[config.mk]
export PLATFORM = sky130hd
export DESIGN_NAME = pattern_run_length_decoder
export DESIGN_NICKNAME = d
export VERILOG_FILES = /design/src/hw/rtl/prld_pkg.sv /design/src/hw/rtl/prld_front.sv /design/src/hw/rtl/prld_queue.sv /design/src/hw/rtl/prld_back.sv /design/src/hw/rtl/pattern_run_length_decoder.sv
export VERILOG_INCLUDE_DIRS = /design/src /design/src/hw/rtl
export SDC_FILE = /design/constraint.sdc
export NUM_CORES = 1
export LEC_CHECK = 0
export BUFFER_PORTS_ARGS = -buffer_cell sky130_fd_sc_hd__buf_4
export CAP_MARGIN = 20
export CORE_ASPECT_RATIO = 1.75
export CORE_MARGIN = 4
export CORE_UTILIZATION = 30
export CTS_CLUSTER_DIAMETER = 50
export DETAILED_ROUTE_END_ITERATION = 8
export PLACE_DENSITY_LB_ADDON = 0.05
export SETUP_SLACK_MARGIN = 0.1
export SLEW_MARGIN = 20
export SYNTH_ARGS = -nofsm -noshare
export SYNTH_HDL_FRONTEND = slang
export SYNTH_SLANG_ARGS = --single-unit
[constraint.sdc]
create_clock -name aclk -period 8.6 [get_ports aclk]
set_input_delay 0.43 -clock aclk [delete_from_list [all_inputs] [get_ports aclk]]
set_output_delay 0.43 -clock aclk [all_outputs]
set_load 0.05 [all_outputs]
[src/hw/rtl/pattern_run_length_decoder_assert.svh]
// Assertion macros shared by the decoder RTL.
`ifndef PATTERN_RUN_LENGTH_DECODER_ASSERT_SVH
`define PATTERN_RUN_LENGTH_DECODER_ASSERT_SVH

// Property checked on every rising aclk edge outside reset.
`define PRLD_ASSERT(lbl, prop, msg) \
    lbl: assert property (@(posedge aclk) disable iff (!aresetn) (prop)) else $error(msg);

// Condition that must never be seen outside reset.
`define PRLD_NEVER(lbl, cond, msg) \
    lbl: assert property (@(posedge aclk) disable iff (!aresetn) !(cond)) else $error(msg);

`endif

[src/hw/rtl/prld_pkg.sv]
// Shared constants and types of the pattern run-length decoder.
package prld_pkg;

    localparam int PATTERN_MAX = 4;
    localparam int MAX_REPEATS = 64;
    localparam int OUT_BYTES   = 4;
    localparam int LEN_LIMIT   = (PATTERN_MAX < OUT_BYTES) ? PATTERN_MAX : OUT_BYTES;
    localparam int RUN_LIMIT   = (MAX_REPEATS * 4 < 255) ? MAX_REPEATS * 4 : 255;

    localparam int TOKEN_W     = 17;
    localparam int MAG_W       = 16;
    localparam int BYTE_W      = 8;
    localparam int CNT_W       = 8;
    localparam int LEN_W       = 3;
    localparam int QUEUE_DEPTH = 2;

    localparam logic signed [TOKEN_W-1:0] TOK_PATTERN = -17'sd2;
    localparam logic signed [TOKEN_W-1:0] TOK_RUN     = -17'sd1;

    typedef enum logic {
        MODE_PATTERN,
        MODE_RUN
    } mode_t;

    // One expansion job: pattern runs and literals repeat the whole
    // pattern, simple runs pack count bytes four to a beat.
    typedef struct packed {
        mode_t                                mode;
        logic [OUT_BYTES-1:0][BYTE_W-1:0]     bytes;
        logic [LEN_W-1:0]                     len;
        logic [CNT_W-1:0]                     count;
        logic                                 clamp;
    } cmd_t;

    typedef struct packed {
        logic full;
        logic empty;
    } q_status_t;

endpackage

[src/hw/rtl/prld_front.sv]
// Token parser: tracks the marker phases and issues expansion jobs.
`include "pattern_run_length_decoder_assert.svh"

module prld_front (
    input  logic                                 aclk,
    input  logic                                 aresetn,
    input  logic signed [prld_pkg::TOKEN_W-1:0]  s_token,
    input  logic                                 s_valid,
    output logic                                 s_ready,
    input  logic                                 q_full,
    output logic                                 push,
    output prld_pkg::cmd_t                       push_cmd
);

    typedef enum logic [2:0] {
        PH_IDLE,
        PH_PLEN,
        PH_PREP,
        PH_PBYTES,
        PH_RVAL,
        PH_RCNT
    } phase_t;

    phase_t                            phase_reg, phase_next;
    logic [prld_pkg::LEN_W-1:0]        len_reg, len_next;
    logic [prld_pkg::CNT_W-1:0]        rep_reg, rep_next;
    logic [prld_pkg::BYTE_W-1:0]       value_reg, value_next;
    logic [prld_pkg::LEN_W-1:0]        fill_reg, fill_next;
    logic                              clamp_reg, clamp_next;
    logic [prld_pkg::OUT_BYTES-1:0][prld_pkg::BYTE_W-1:0] store_reg;

    logic                              accept;
    logic [prld_pkg::MAG_W-1:0]        mag;
    logic [prld_pkg::BYTE_W-1:0]       tok_byte;
    logic                              len_over, rep_over, run_over;
    logic [prld_pkg::LEN_W-1:0]        fill_inc;
    logic [prld_pkg::CNT_W-1:0]        run_cnt;
    logic [prld_pkg::OUT_BYTES-1:0][prld_pkg::BYTE_W-1:0] pat_bytes;

    assign s_ready  = !q_full;
    assign accept   = s_valid && !q_full;
    // negative lengths and counts read as zero
    assign mag      = s_token[prld_pkg::TOKEN_W-1] ? '0 : s_token[prld_pkg::MAG_W-1:0];
    assign tok_byte = s_token[prld_pkg::BYTE_W-1:0];
    assign len_over = mag > prld_pkg::MAG_W'(prld_pkg::LEN_LIMIT);
    assign rep_over = mag > prld_pkg::MAG_W'(prld_pkg::MAX_REPEATS);
    assign run_over = mag > prld_pkg::MAG_W'(prld_pkg::RUN_LIMIT);
    assign fill_inc = fill_reg + prld_pkg::LEN_W'(1);
    assign run_cnt  = run_over ? prld_pkg::CNT_W'(prld_pkg::RUN_LIMIT)
                               : mag[prld_pkg::CNT_W-1:0];

    // pattern as it stands once the current byte lands, unused lanes zeroed
    always_comb begin
        for (int j = 0; j < prld_pkg::OUT_BYTES; j++) begin
            if (prld_pkg::LEN_W'(j) >= len_reg) begin
                pat_bytes[j] = '0;
            end else if (2'(j) == fill_reg[1:0]) begin
                pat_bytes[j] = tok_byte;
            end else begin
                pat_bytes[j] = store_reg[j];
            end
        end
    end

    always_comb begin
        phase_next = phase_reg;
        len_next   = len_reg;
        rep_next   = rep_reg;
        value_next = value_reg;
        fill_next  = fill_reg;
        clamp_next = clamp_reg;
        push       = 1'b0;
        push_cmd   = '0;
        if (accept) begin
            unique case (phase_reg)
                PH_IDLE: begin
                    priority if (s_token == prld_pkg::TOK_PATTERN) begin
                        clamp_next = 1'b0;
                        phase_next = PH_PLEN;
                    end else if (s_token == prld_pkg::TOK_RUN) begin
                        clamp_next = 1'b0;
                        phase_next = PH_RVAL;
                    end else begin
                        // literal: one-byte pattern, one repeat
                        push             = 1'b1;
                        push_cmd.mode    = prld_pkg::MODE_PATTERN;
                        push_cmd.bytes[0] = tok_byte;
                        push_cmd.len     = prld_pkg::LEN_W'(1);
                        push_cmd.count   = prld_pkg::CNT_W'(1);
                        push_cmd.clamp   = 1'b0;
                    end
                end
                PH_PLEN: begin
                    len_next   = len_over ? prld_pkg::LEN_W'(prld_pkg::LEN_LIMIT)
                                          : mag[prld_pkg::LEN_W-1:0];
                    clamp_next = clamp_reg | len_over;
                    phase_next = PH_PREP;
                end
                PH_PREP: begin
                    rep_next  = rep_over ? prld_pkg::CNT_W'(prld_pkg::MAX_REPEATS)
                                         : mag[prld_pkg::CNT_W-1:0];
                    fill_next = '0;
                    if (len_reg == '0) begin
                        clamp_next = 1'b0;
                        phase_next = PH_IDLE;
                    end else begin
                        clamp_next = clamp_reg | rep_over;
                        phase_next = PH_PBYTES;
                    end
                end
                PH_PBYTES: begin
                    fill_next = fill_inc;
                    if (fill_inc >= len_reg) begin
                        push           = (rep_reg != '0);
                        push_cmd.mode  = prld_pkg::MODE_PATTERN;
                        push_cmd.bytes = pat_bytes;
                        push_cmd.len   = len_reg;
                        push_cmd.count = rep_reg;
                        push_cmd.clamp = clamp_reg;
                        clamp_next     = 1'b0;
                        phase_next     = PH_IDLE;
                    end
                end
                PH_RVAL: begin
                    value_next = tok_byte;
                    phase_next = PH_RCNT;
                end
                PH_RCNT: begin
                    push           = (run_cnt != '0);
                    push_cmd.mode  = prld_pkg::MODE_RUN;
                    push_cmd.bytes = {prld_pkg::OUT_BYTES{value_reg}};
                    push_cmd.len   = prld_pkg::LEN_W'(prld_pkg::OUT_BYTES);
                    push_cmd.count = run_cnt;
                    push_cmd.clamp = clamp_reg | run_over;
                    clamp_next     = 1'b0;
                    phase_next     = PH_IDLE;
                end
                default: begin
                    phase_next = PH_IDLE;
                end
            endcase
        end
    end

    always_ff @(posedge aclk) begin
        if (!aresetn) begin
            phase_reg <= PH_IDLE;
            len_reg   <= '0;
            rep_reg   <= '0;
            value_reg <= '0;
            fill_reg  <= '0;
            clamp_reg <= 1'b0;
        end else begin
            phase_reg <= phase_next;
            len_reg   <= len_next;
            rep_reg   <= rep_next;
            value_reg <= value_next;
            fill_reg  <= fill_next;
            clamp_reg <= clamp_next;
        end
    end

    // pattern bytes, no reset: only lanes written in this run are read
    always_ff @(posedge aclk) begin
        if (accept && phase_reg == PH_PBYTES) begin
            store_reg[fill_reg[1:0]] <= tok_byte;
        end
    end

    `PRLD_ASSERT(a_fill_in_range, (phase_reg == PH_PBYTES) |-> (len_reg != '0 && fill_reg < len_reg), "pattern fill out of range")

endmodule

[src/hw/rtl/prld_queue.sv]
// Small job queue between parser and expander.
`include "pattern_run_length_decoder_assert.svh"

module prld_queue (
    input  logic                  aclk,
    input  logic                  aresetn,
    input  logic                  push,
    input  prld_pkg::cmd_t        push_cmd,
    input  logic                  pop,
    output prld_pkg::cmd_t        head,
    output prld_pkg::q_status_t   status
);

    localparam int PTR_W = $clog2(prld_pkg::QUEUE_DEPTH);
    localparam int CNT_W = $clog2(prld_pkg::QUEUE_DEPTH + 1);

    prld_pkg::cmd_t      mem [prld_pkg::QUEUE_DEPTH];
    logic [PTR_W-1:0]    wr_ptr_reg, rd_ptr_reg;
    logic [CNT_W-1:0]    count_reg;
    logic                do_push, do_pop;

    function automatic logic [PTR_W-1:0] ptr_inc(input logic [PTR_W-1:0] p);
        ptr_inc = (p == PTR_W'(prld_pkg::QUEUE_DEPTH - 1)) ? '0 : p + PTR_W'(1);
    endfunction

    assign status.full  = (count_reg == CNT_W'(prld_pkg::QUEUE_DEPTH));
    assign status.empty = (count_reg == '0);
    assign do_push      = push && !status.full;
    assign do_pop       = pop && !status.empty;
    assign head         = mem[rd_ptr_reg];

    always_ff @(posedge aclk) begin
        if (!aresetn) begin
            wr_ptr_reg <= '0;
            rd_ptr_reg <= '0;
            count_reg  <= '0;
        end else begin
            if (do_push) begin
                wr_ptr_reg <= ptr_inc(wr_ptr_reg);
            end
            if (do_pop) begin
                rd_ptr_reg <= ptr_inc(rd_ptr_reg);
            end
            if (do_push && !do_pop) begin
                count_reg <= count_reg + CNT_W'(1);
            end else if (do_pop && !do_push) begin
                count_reg <= count_reg - CNT_W'(1);
            end
        end
    end

    always_ff @(posedge aclk) begin
        if (do_push) begin
            mem[wr_ptr_reg] <= push_cmd;
        end
    end

    `PRLD_NEVER(a_push_when_full, push && status.full, "job pushed into full queue")
    `PRLD_NEVER(a_pop_when_empty, pop && status.empty, "job popped from empty queue")

endmodule

[src/hw/rtl/prld_back.sv]
// Run expander: turns jobs into result beats behind an output register.
`include "pattern_run_length_decoder_assert.svh"

module prld_back (
    input  logic                              aclk,
    input  logic                              aresetn,
    input  prld_pkg::cmd_t                    head,
    input  logic                              q_empty,
    output logic                              pop,
    output logic [prld_pkg::BYTE_W-1:0]       m_byte0,
    output logic [prld_pkg::BYTE_W-1:0]       m_byte1,
    output logic [prld_pkg::BYTE_W-1:0]       m_byte2,
    output logic [prld_pkg::BYTE_W-1:0]       m_byte3,
    output logic [prld_pkg::LEN_W-1:0]        m_byte_count,
    output logic                              m_last_of_run,
    output logic                              m_clamp_flag,
    output logic                              m_valid,
    input  logic                              m_ready
);

    prld_pkg::cmd_t                 cur_reg;
    logic                           active_reg;
    logic [prld_pkg::CNT_W-1:0]     left_reg;
    logic                           m_valid_reg;
    logic [prld_pkg::OUT_BYTES-1:0][prld_pkg::BYTE_W-1:0] bytes_reg;
    logic [prld_pkg::LEN_W-1:0]     count_reg;
    logic                           last_reg;
    logic                           clamp_reg;

    prld_pkg::cmd_t                 src;
    logic [prld_pkg::CNT_W-1:0]     left_src;
    logic [prld_pkg::CNT_W-1:0]     step;
    logic [prld_pkg::CNT_W-1:0]     left_next;
    logic [prld_pkg::LEN_W-1:0]     beat_cnt;
    logic [prld_pkg::OUT_BYTES-1:0][prld_pkg::BYTE_W-1:0] beat_bytes;
    logic                           fire;

    // a fresh job at the queue head issues its first beat straight away
    assign src      = active_reg ? cur_reg : head;
    assign left_src = active_reg ? left_reg : head.count;
    assign fire     = (active_reg || !q_empty) && (!m_valid_reg || m_ready);
    assign pop      = fire && !active_reg;

    always_comb begin
        if (src.mode == prld_pkg::MODE_PATTERN) begin
            beat_cnt = src.len;
            step     = prld_pkg::CNT_W'(1);
        end else begin
            beat_cnt = (left_src >= prld_pkg::CNT_W'(prld_pkg::OUT_BYTES))
                       ? prld_pkg::LEN_W'(prld_pkg::OUT_BYTES)
                       : left_src[prld_pkg::LEN_W-1:0];
            step     = prld_pkg::CNT_W'(beat_cnt);
        end
        left_next = left_src - step;
        for (int j = 0; j < prld_pkg::OUT_BYTES; j++) begin
            beat_bytes[j] = (prld_pkg::LEN_W'(j) < beat_cnt) ? src.bytes[j] : '0;
        end
    end

    always_ff @(posedge aclk) begin
        if (!aresetn) begin
            m_valid_reg <= 1'b0;
            active_reg  <= 1'b0;
        end else begin
            if (fire) begin
                m_valid_reg <= 1'b1;
                bytes_reg   <= beat_bytes;
                count_reg   <= beat_cnt;
                last_reg    <= (left_next == '0);
                clamp_reg   <= !active_reg && src.clamp;
                left_reg    <= left_next;
                active_reg  <= (left_next != '0);
                if (!active_reg) begin
                    cur_reg <= head;
                end
            end else if (m_ready) begin
                m_valid_reg <= 1'b0;
            end
        end
    end

    assign m_valid       = m_valid_reg;
    assign m_byte0       = bytes_reg[0];
    assign m_byte1       = bytes_reg[1];
    assign m_byte2       = bytes_reg[2];
    assign m_byte3       = bytes_reg[3];
    assign m_byte_count  = count_reg;
    assign m_last_of_run = last_reg;
    assign m_clamp_flag  = clamp_reg;

    `PRLD_ASSERT(a_active_has_work, active_reg |-> (left_reg != '0), "active job with nothing left")
    `PRLD_ASSERT(a_beat_count_range, m_valid_reg |-> (count_reg != '0 && count_reg <= prld_pkg::LEN_W'(prld_pkg::OUT_BYTES)), "beat byte count out of range")

endmodule

[src/hw/rtl/pattern_run_length_decoder.sv]
// Pattern run-length decoder top level: parser, job queue, expander.
//
// Decodes a stream of 17-bit signed tokens into beats of up to four bytes.
// In the idle phase -2 opens a pattern run (length, repeat count, pattern
// bytes follow), -1 opens a simple run (value, count follow), anything else
// is a literal byte that yields one beat. A pattern run yields one beat per
// repeat carrying the whole pattern; a simple run packs its bytes four to a
// beat. Lengths above 4, repeats above 64 and run counts above 255 are
// clamped and flagged on the first beat; runs that yield nothing drop the
// flag.
// Rate: the parser takes one token per cycle, as long as the two-entry job
// queue has room. Marker, length, count and pattern-byte tokens produce no
// beat of their own. The expander issues one beat per cycle while m_ready
// does not hold it, so a literal stream runs at one token per cycle and a
// run keeps the expander busy until its last beat; the input stalls once two
// jobs wait behind it. Output beats sit in a register, so a stalled m_ready
// never blocks the parser directly; a token's job is written into the job
// queue, and its first beat is then held in the output register.
module pattern_run_length_decoder (
    input  logic                                 aclk,
    input  logic                                 aresetn,
    input  logic signed [prld_pkg::TOKEN_W-1:0]  s_token,
    input  logic                                 s_valid,
    output logic                                 s_ready,
    output logic [prld_pkg::BYTE_W-1:0]          m_byte0,
    output logic [prld_pkg::BYTE_W-1:0]          m_byte1,
    output logic [prld_pkg::BYTE_W-1:0]          m_byte2,
    output logic [prld_pkg::BYTE_W-1:0]          m_byte3,
    output logic [prld_pkg::LEN_W-1:0]           m_byte_count,
    output logic                                 m_last_of_run,
    output logic                                 m_clamp_flag,
    output logic                                 m_valid,
    input  logic                                 m_ready
);

    logic                  push;
    logic                  pop;
    prld_pkg::cmd_t        push_cmd;
    prld_pkg::cmd_t        head;
    prld_pkg::q_status_t   q_status;

    // parser: phase tracking, clamping, pattern capture
    prld_front u_front (
        .aclk     (aclk),
        .aresetn  (aresetn),
        .s_token  (s_token),
        .s_valid  (s_valid),
        .s_ready  (s_ready),
        .q_full   (q_status.full),
        .push     (push),
        .push_cmd (push_cmd)
    );

    // decouples token intake from beat expansion
    prld_queue u_queue (
        .aclk     (aclk),
        .aresetn  (aresetn),
        .push     (push),
        .push_cmd (push_cmd),
        .pop      (pop),
        .head     (head),
        .status   (q_status)
    );

    // expander with the output register
    prld_back u_back (
        .aclk          (aclk),
        .aresetn       (aresetn),
        .head          (head),
        .q_empty       (q_status.empty),
        .pop           (pop),
        .m_byte0       (m_byte0),
        .m_byte1       (m_byte1),
        .m_byte2       (m_byte2),
        .m_byte3       (m_byte3),
        .m_byte_count  (m_byte_count),
        .m_last_of_run (m_last_of_run),
        .m_clamp_flag  (m_clamp_flag),
        .m_valid       (m_valid),
        .m_ready       (m_ready)
    );

endmodule
==> impl_metrics.env <==
export IMPL_stdcell_area_um2=12220
export IMPL_ctsResizeCount=0
export IMPL_ioPinCount=60
export IMPL_synth_async_sr_flop_share_pct=0
export IMPL_ys_seq_area_share_pct=64.22
export IMPL_drt_iter0_markers=412
export IMPL_post_cts_buffers=0
export IMPL_finalSetupViolations=0
export IMPL_grt_pass1_vias=6665
export IMPL_drive_above_1_share_pct=17.15
export IMPL_largest_reg_flops=90
export IMPL_num_vias=6470
export IMPL_clkSinkCount=236
export IMPL_root_buffer="clkbuf_16"
export IMPL_mostFrequentLayoutCells="203 x edfxtp_1, 100 x nand2_1, 66 x buf_4"
export IMPL_wl_mm=24.80
export IMPL_n_antenna_cell=0
export IMPL_hold_viol_final=0
export IMPL_fin_nets=912
export IMPL_pre_cts_ws_ns=4.456
export IMPL_setup_tns_ns=0
export IMPL_rsz0062_at_grt="false"
export IMPL_critical_path_arrival_ns=4.52
export IMPL_die_area_um2=38250
export IMPL_grt_max_degree=87
export IMPL_grt_total_usage_pct=12.92
export IMPL_clock_path_buffers=3
export IMPL_row_count=90
export IMPL_end_kind="flip-flop"
export IMPL_hold_end="u_front.store_reg[25]$_DFFE_PP_"
export IMPL_syn_cell_area_um2=10520
export IMPL_maxSlewHeadroom_pct=26.10
export IMPL_cp_top_family="simple AND/OR/NAND/NOR gates"
export IMPL_port_buffers=59
export IMPL_fin_crit_ns=4.111
export IMPL_place_hpwl_mm=17.33
export IMPL_crit_cells=13
export IMPL_via_per_inst=4.764
export IMPL_grt_pass1_wl_mm=38.70
export IMPL_cts_max_level=1
export IMPL_final_min_period_over_clock_period_pct=47.80
export IMPL_synth_ff_type="edfxtp_1"
export IMPL_ant_nets=0
export IMPL_initial_core_util_pct=30.43
export IMPL_setup_slack_ns=4.489
export IMPL_grt_overflow_total=0
export IMPL_routedWlPerCell_um=18.26
export IMPL_yosys_register_bits=236
export IMPL_required_ns=9.01
export IMPL_power_uw=3974
export IMPL_cp_start_kind="flip-flop"
export IMPL_synth_distinct_cells=71
export IMPL_die_w_um=149.6
export IMPL_first_pass_iters=7
export IMPL_synth_fp_nets=861
export IMPL_worstHoldPathType="in -> reg"
export IMPL_run_status="finished, final reports clean"
export IMPL_mostFrequentLayoutCell="edfxtp_1"
export IMPL_clk_pin_slew_worst_paths_ns=0.06
export IMPL_die_h_um=255.7
export IMPL_leakage_uw=0.004084
export IMPL_path_cells="buf_4 -> mux2_1 -> mux2i_2 -> and3_2 -> nand2_2 -> o21ai_1 -> ha_1 -> inv_1 -> fa_1 -> xor2_1 -> or4b_1 -> a311oi_1 -> a21oi_1"
export IMPL_min_delay_path_depth=1
export IMPL_gp_congestion=0.7686
export IMPL_critPathMaxFanout=45
export IMPL_cp_slowest_cell="buf_4"
export IMPL_grt_antenna_before_repair=0
export IMPL_clock_latency_ns=0.54
export IMPL_synth_avg_cell_area_um2=12.71
export IMPL_hp_start="s_token[1]"
export IMPL_area_growth_pct=16.17
export IMPL_synth_cells=828
export IMPL_critPathKind="reg -> reg"
export IMPL_ir_worst_vdd_mv=0.1495
export IMPL_drc=0
export IMPL_critPathBufInv=2
export IMPL_synth_edf_count=203
export IMPL_r2r_cells=13
export IMPL_slew_violations=0
export IMPL_p_per_area_nw_per_um2=325.1
export IMPL_worst_pin_slew_ns=1.097
export IMPL_hold_buffers=0
export IMPL_core_area_um2=34570
export IMPL_r2r_setup_slack_ns=4.49
export IMPL_numCtsBuffers=26
export IMPL_cts_tree="done"
export IMPL_placed_area_um2=11420
export IMPL_fin_skew_ns=0.01781
export IMPL_reg2reg_to="u_back.active_reg$_SDFFE_PN0P_"
export IMPL_slowest_delay_ns=0.57
export IMPL_fmax_mhz=243.3
export IMPL_ys_warn_count=0
export IMPL_maxCapViolCount=0
Yosys cell counts (14+ instances only):
| cell type | count | area [µm²] |
|---|---|---|
| clkbuf_1 | 25 | 93.84 |
| nor2b_1 | 45 | 281.5 |
| edfxtp_1 | 203 | 6096 |
| o21ai_0 | 47 | 235.2 |
| mux2i_1 | 49 | 490.5 |
| nand2_1 | 100 | 375.4 |
| mux2_2 | 26 | 292.8 |
| a21oi_1 | 58 | 290.3 |
| dfxtp_1 | 33 | 660.6 |
| nor2_1 | 36 | 135.1 |
| and2_1 | 14 | 87.58 |
routing by layer:
| metal | vias up | wire, µm | track usage [%] |
|---|---|---|---|
| met5 | - | 0 | 0 |
| met4 | 0 | 976 | 5.319 |
| met3 | 50 | 886 | 1.683 |
| met2 | 136 | 12500 | 22.27 |
| met1 | 3108 | 10440 | 16.21 |
| li1 | 3176 | - | - |
cell families (layout without fill, tap and decap cells):
logic type,count (synthesis),in the layout,share of synthesized area [%]
AND/OR/NAND/NOR,266,266,12.76
flip-flops,236,236,64.22
AO/OA/AOI/OAI,165,165,9.990
multiplexers,80,80,8.253
buffers and inverters,58,128,2.367
adder cells (fa/ha/maj),12,12,1.498
XOR/XNOR,11,11,0.9157
worst register-to-register path, stage by stage (launching register included):
cell and delay (ns):
dfxtp_2 0.31, buf_4 0.57, mux2_1 0.43, mux2i_2 0.25, and3_2 0.29, nand2_2 0.20, o21ai_1 0.20, ha_1 0.19
inv_1 0.06, fa_1 0.41, xor2_1 0.17, or4b_1 0.53, a311oi_1 0.28, a21oi_1 0.11
per-stage QoR:
step           util (%)  std cells  hold WS (ns)
2_1_floorplan         -        828        0.4647
5_1_grt           35.36       1358        0.1902
3_5_place_dp      33.02       1311        0.5042
3_3_place_gp      33.02       1311        0.4952
4_1_cts           35.34       1358        0.1780
6_report          35.36       1358        0.2137
power by group:
part | switching [µW] | internal [µW] | total (µW)
clock network | 457 | 593 | 1050
logic | 867 | 405 | 1270
registers | 64.0 | 1590 | 1650
worst max-delay path by stage:
stage	to	slack, ns
final	u_back.active_reg$_SDFFE_PN0P_	4.49
after global routing	u_back.active_reg$_SDFFE_PN0P_	4.23
after CTS	u_back.active_reg$_SDFFE_PN0P_	4.42
after detailed placement	u_back.active_reg$_SDFFE_PN0P_	4.46
after global placement	u_back.active_reg$_SDFFE_PN0P_	4.52
after floorplan	u_back.cur_reg[10]$_DFFE_PP_	0.71
layout make-up:
type	count	area, µm²
Fill cell	3392	22350
Sequential cell	236	6759
Multi-Input combinational cell	534	3536
Clock buffer	34	680.7
Tap cell	460	575.6
Timing Repair Buffer	66	495.5
Clock inverter	13	120.1
Inverter	15	56.30
(Power assumes the default switching activity.)
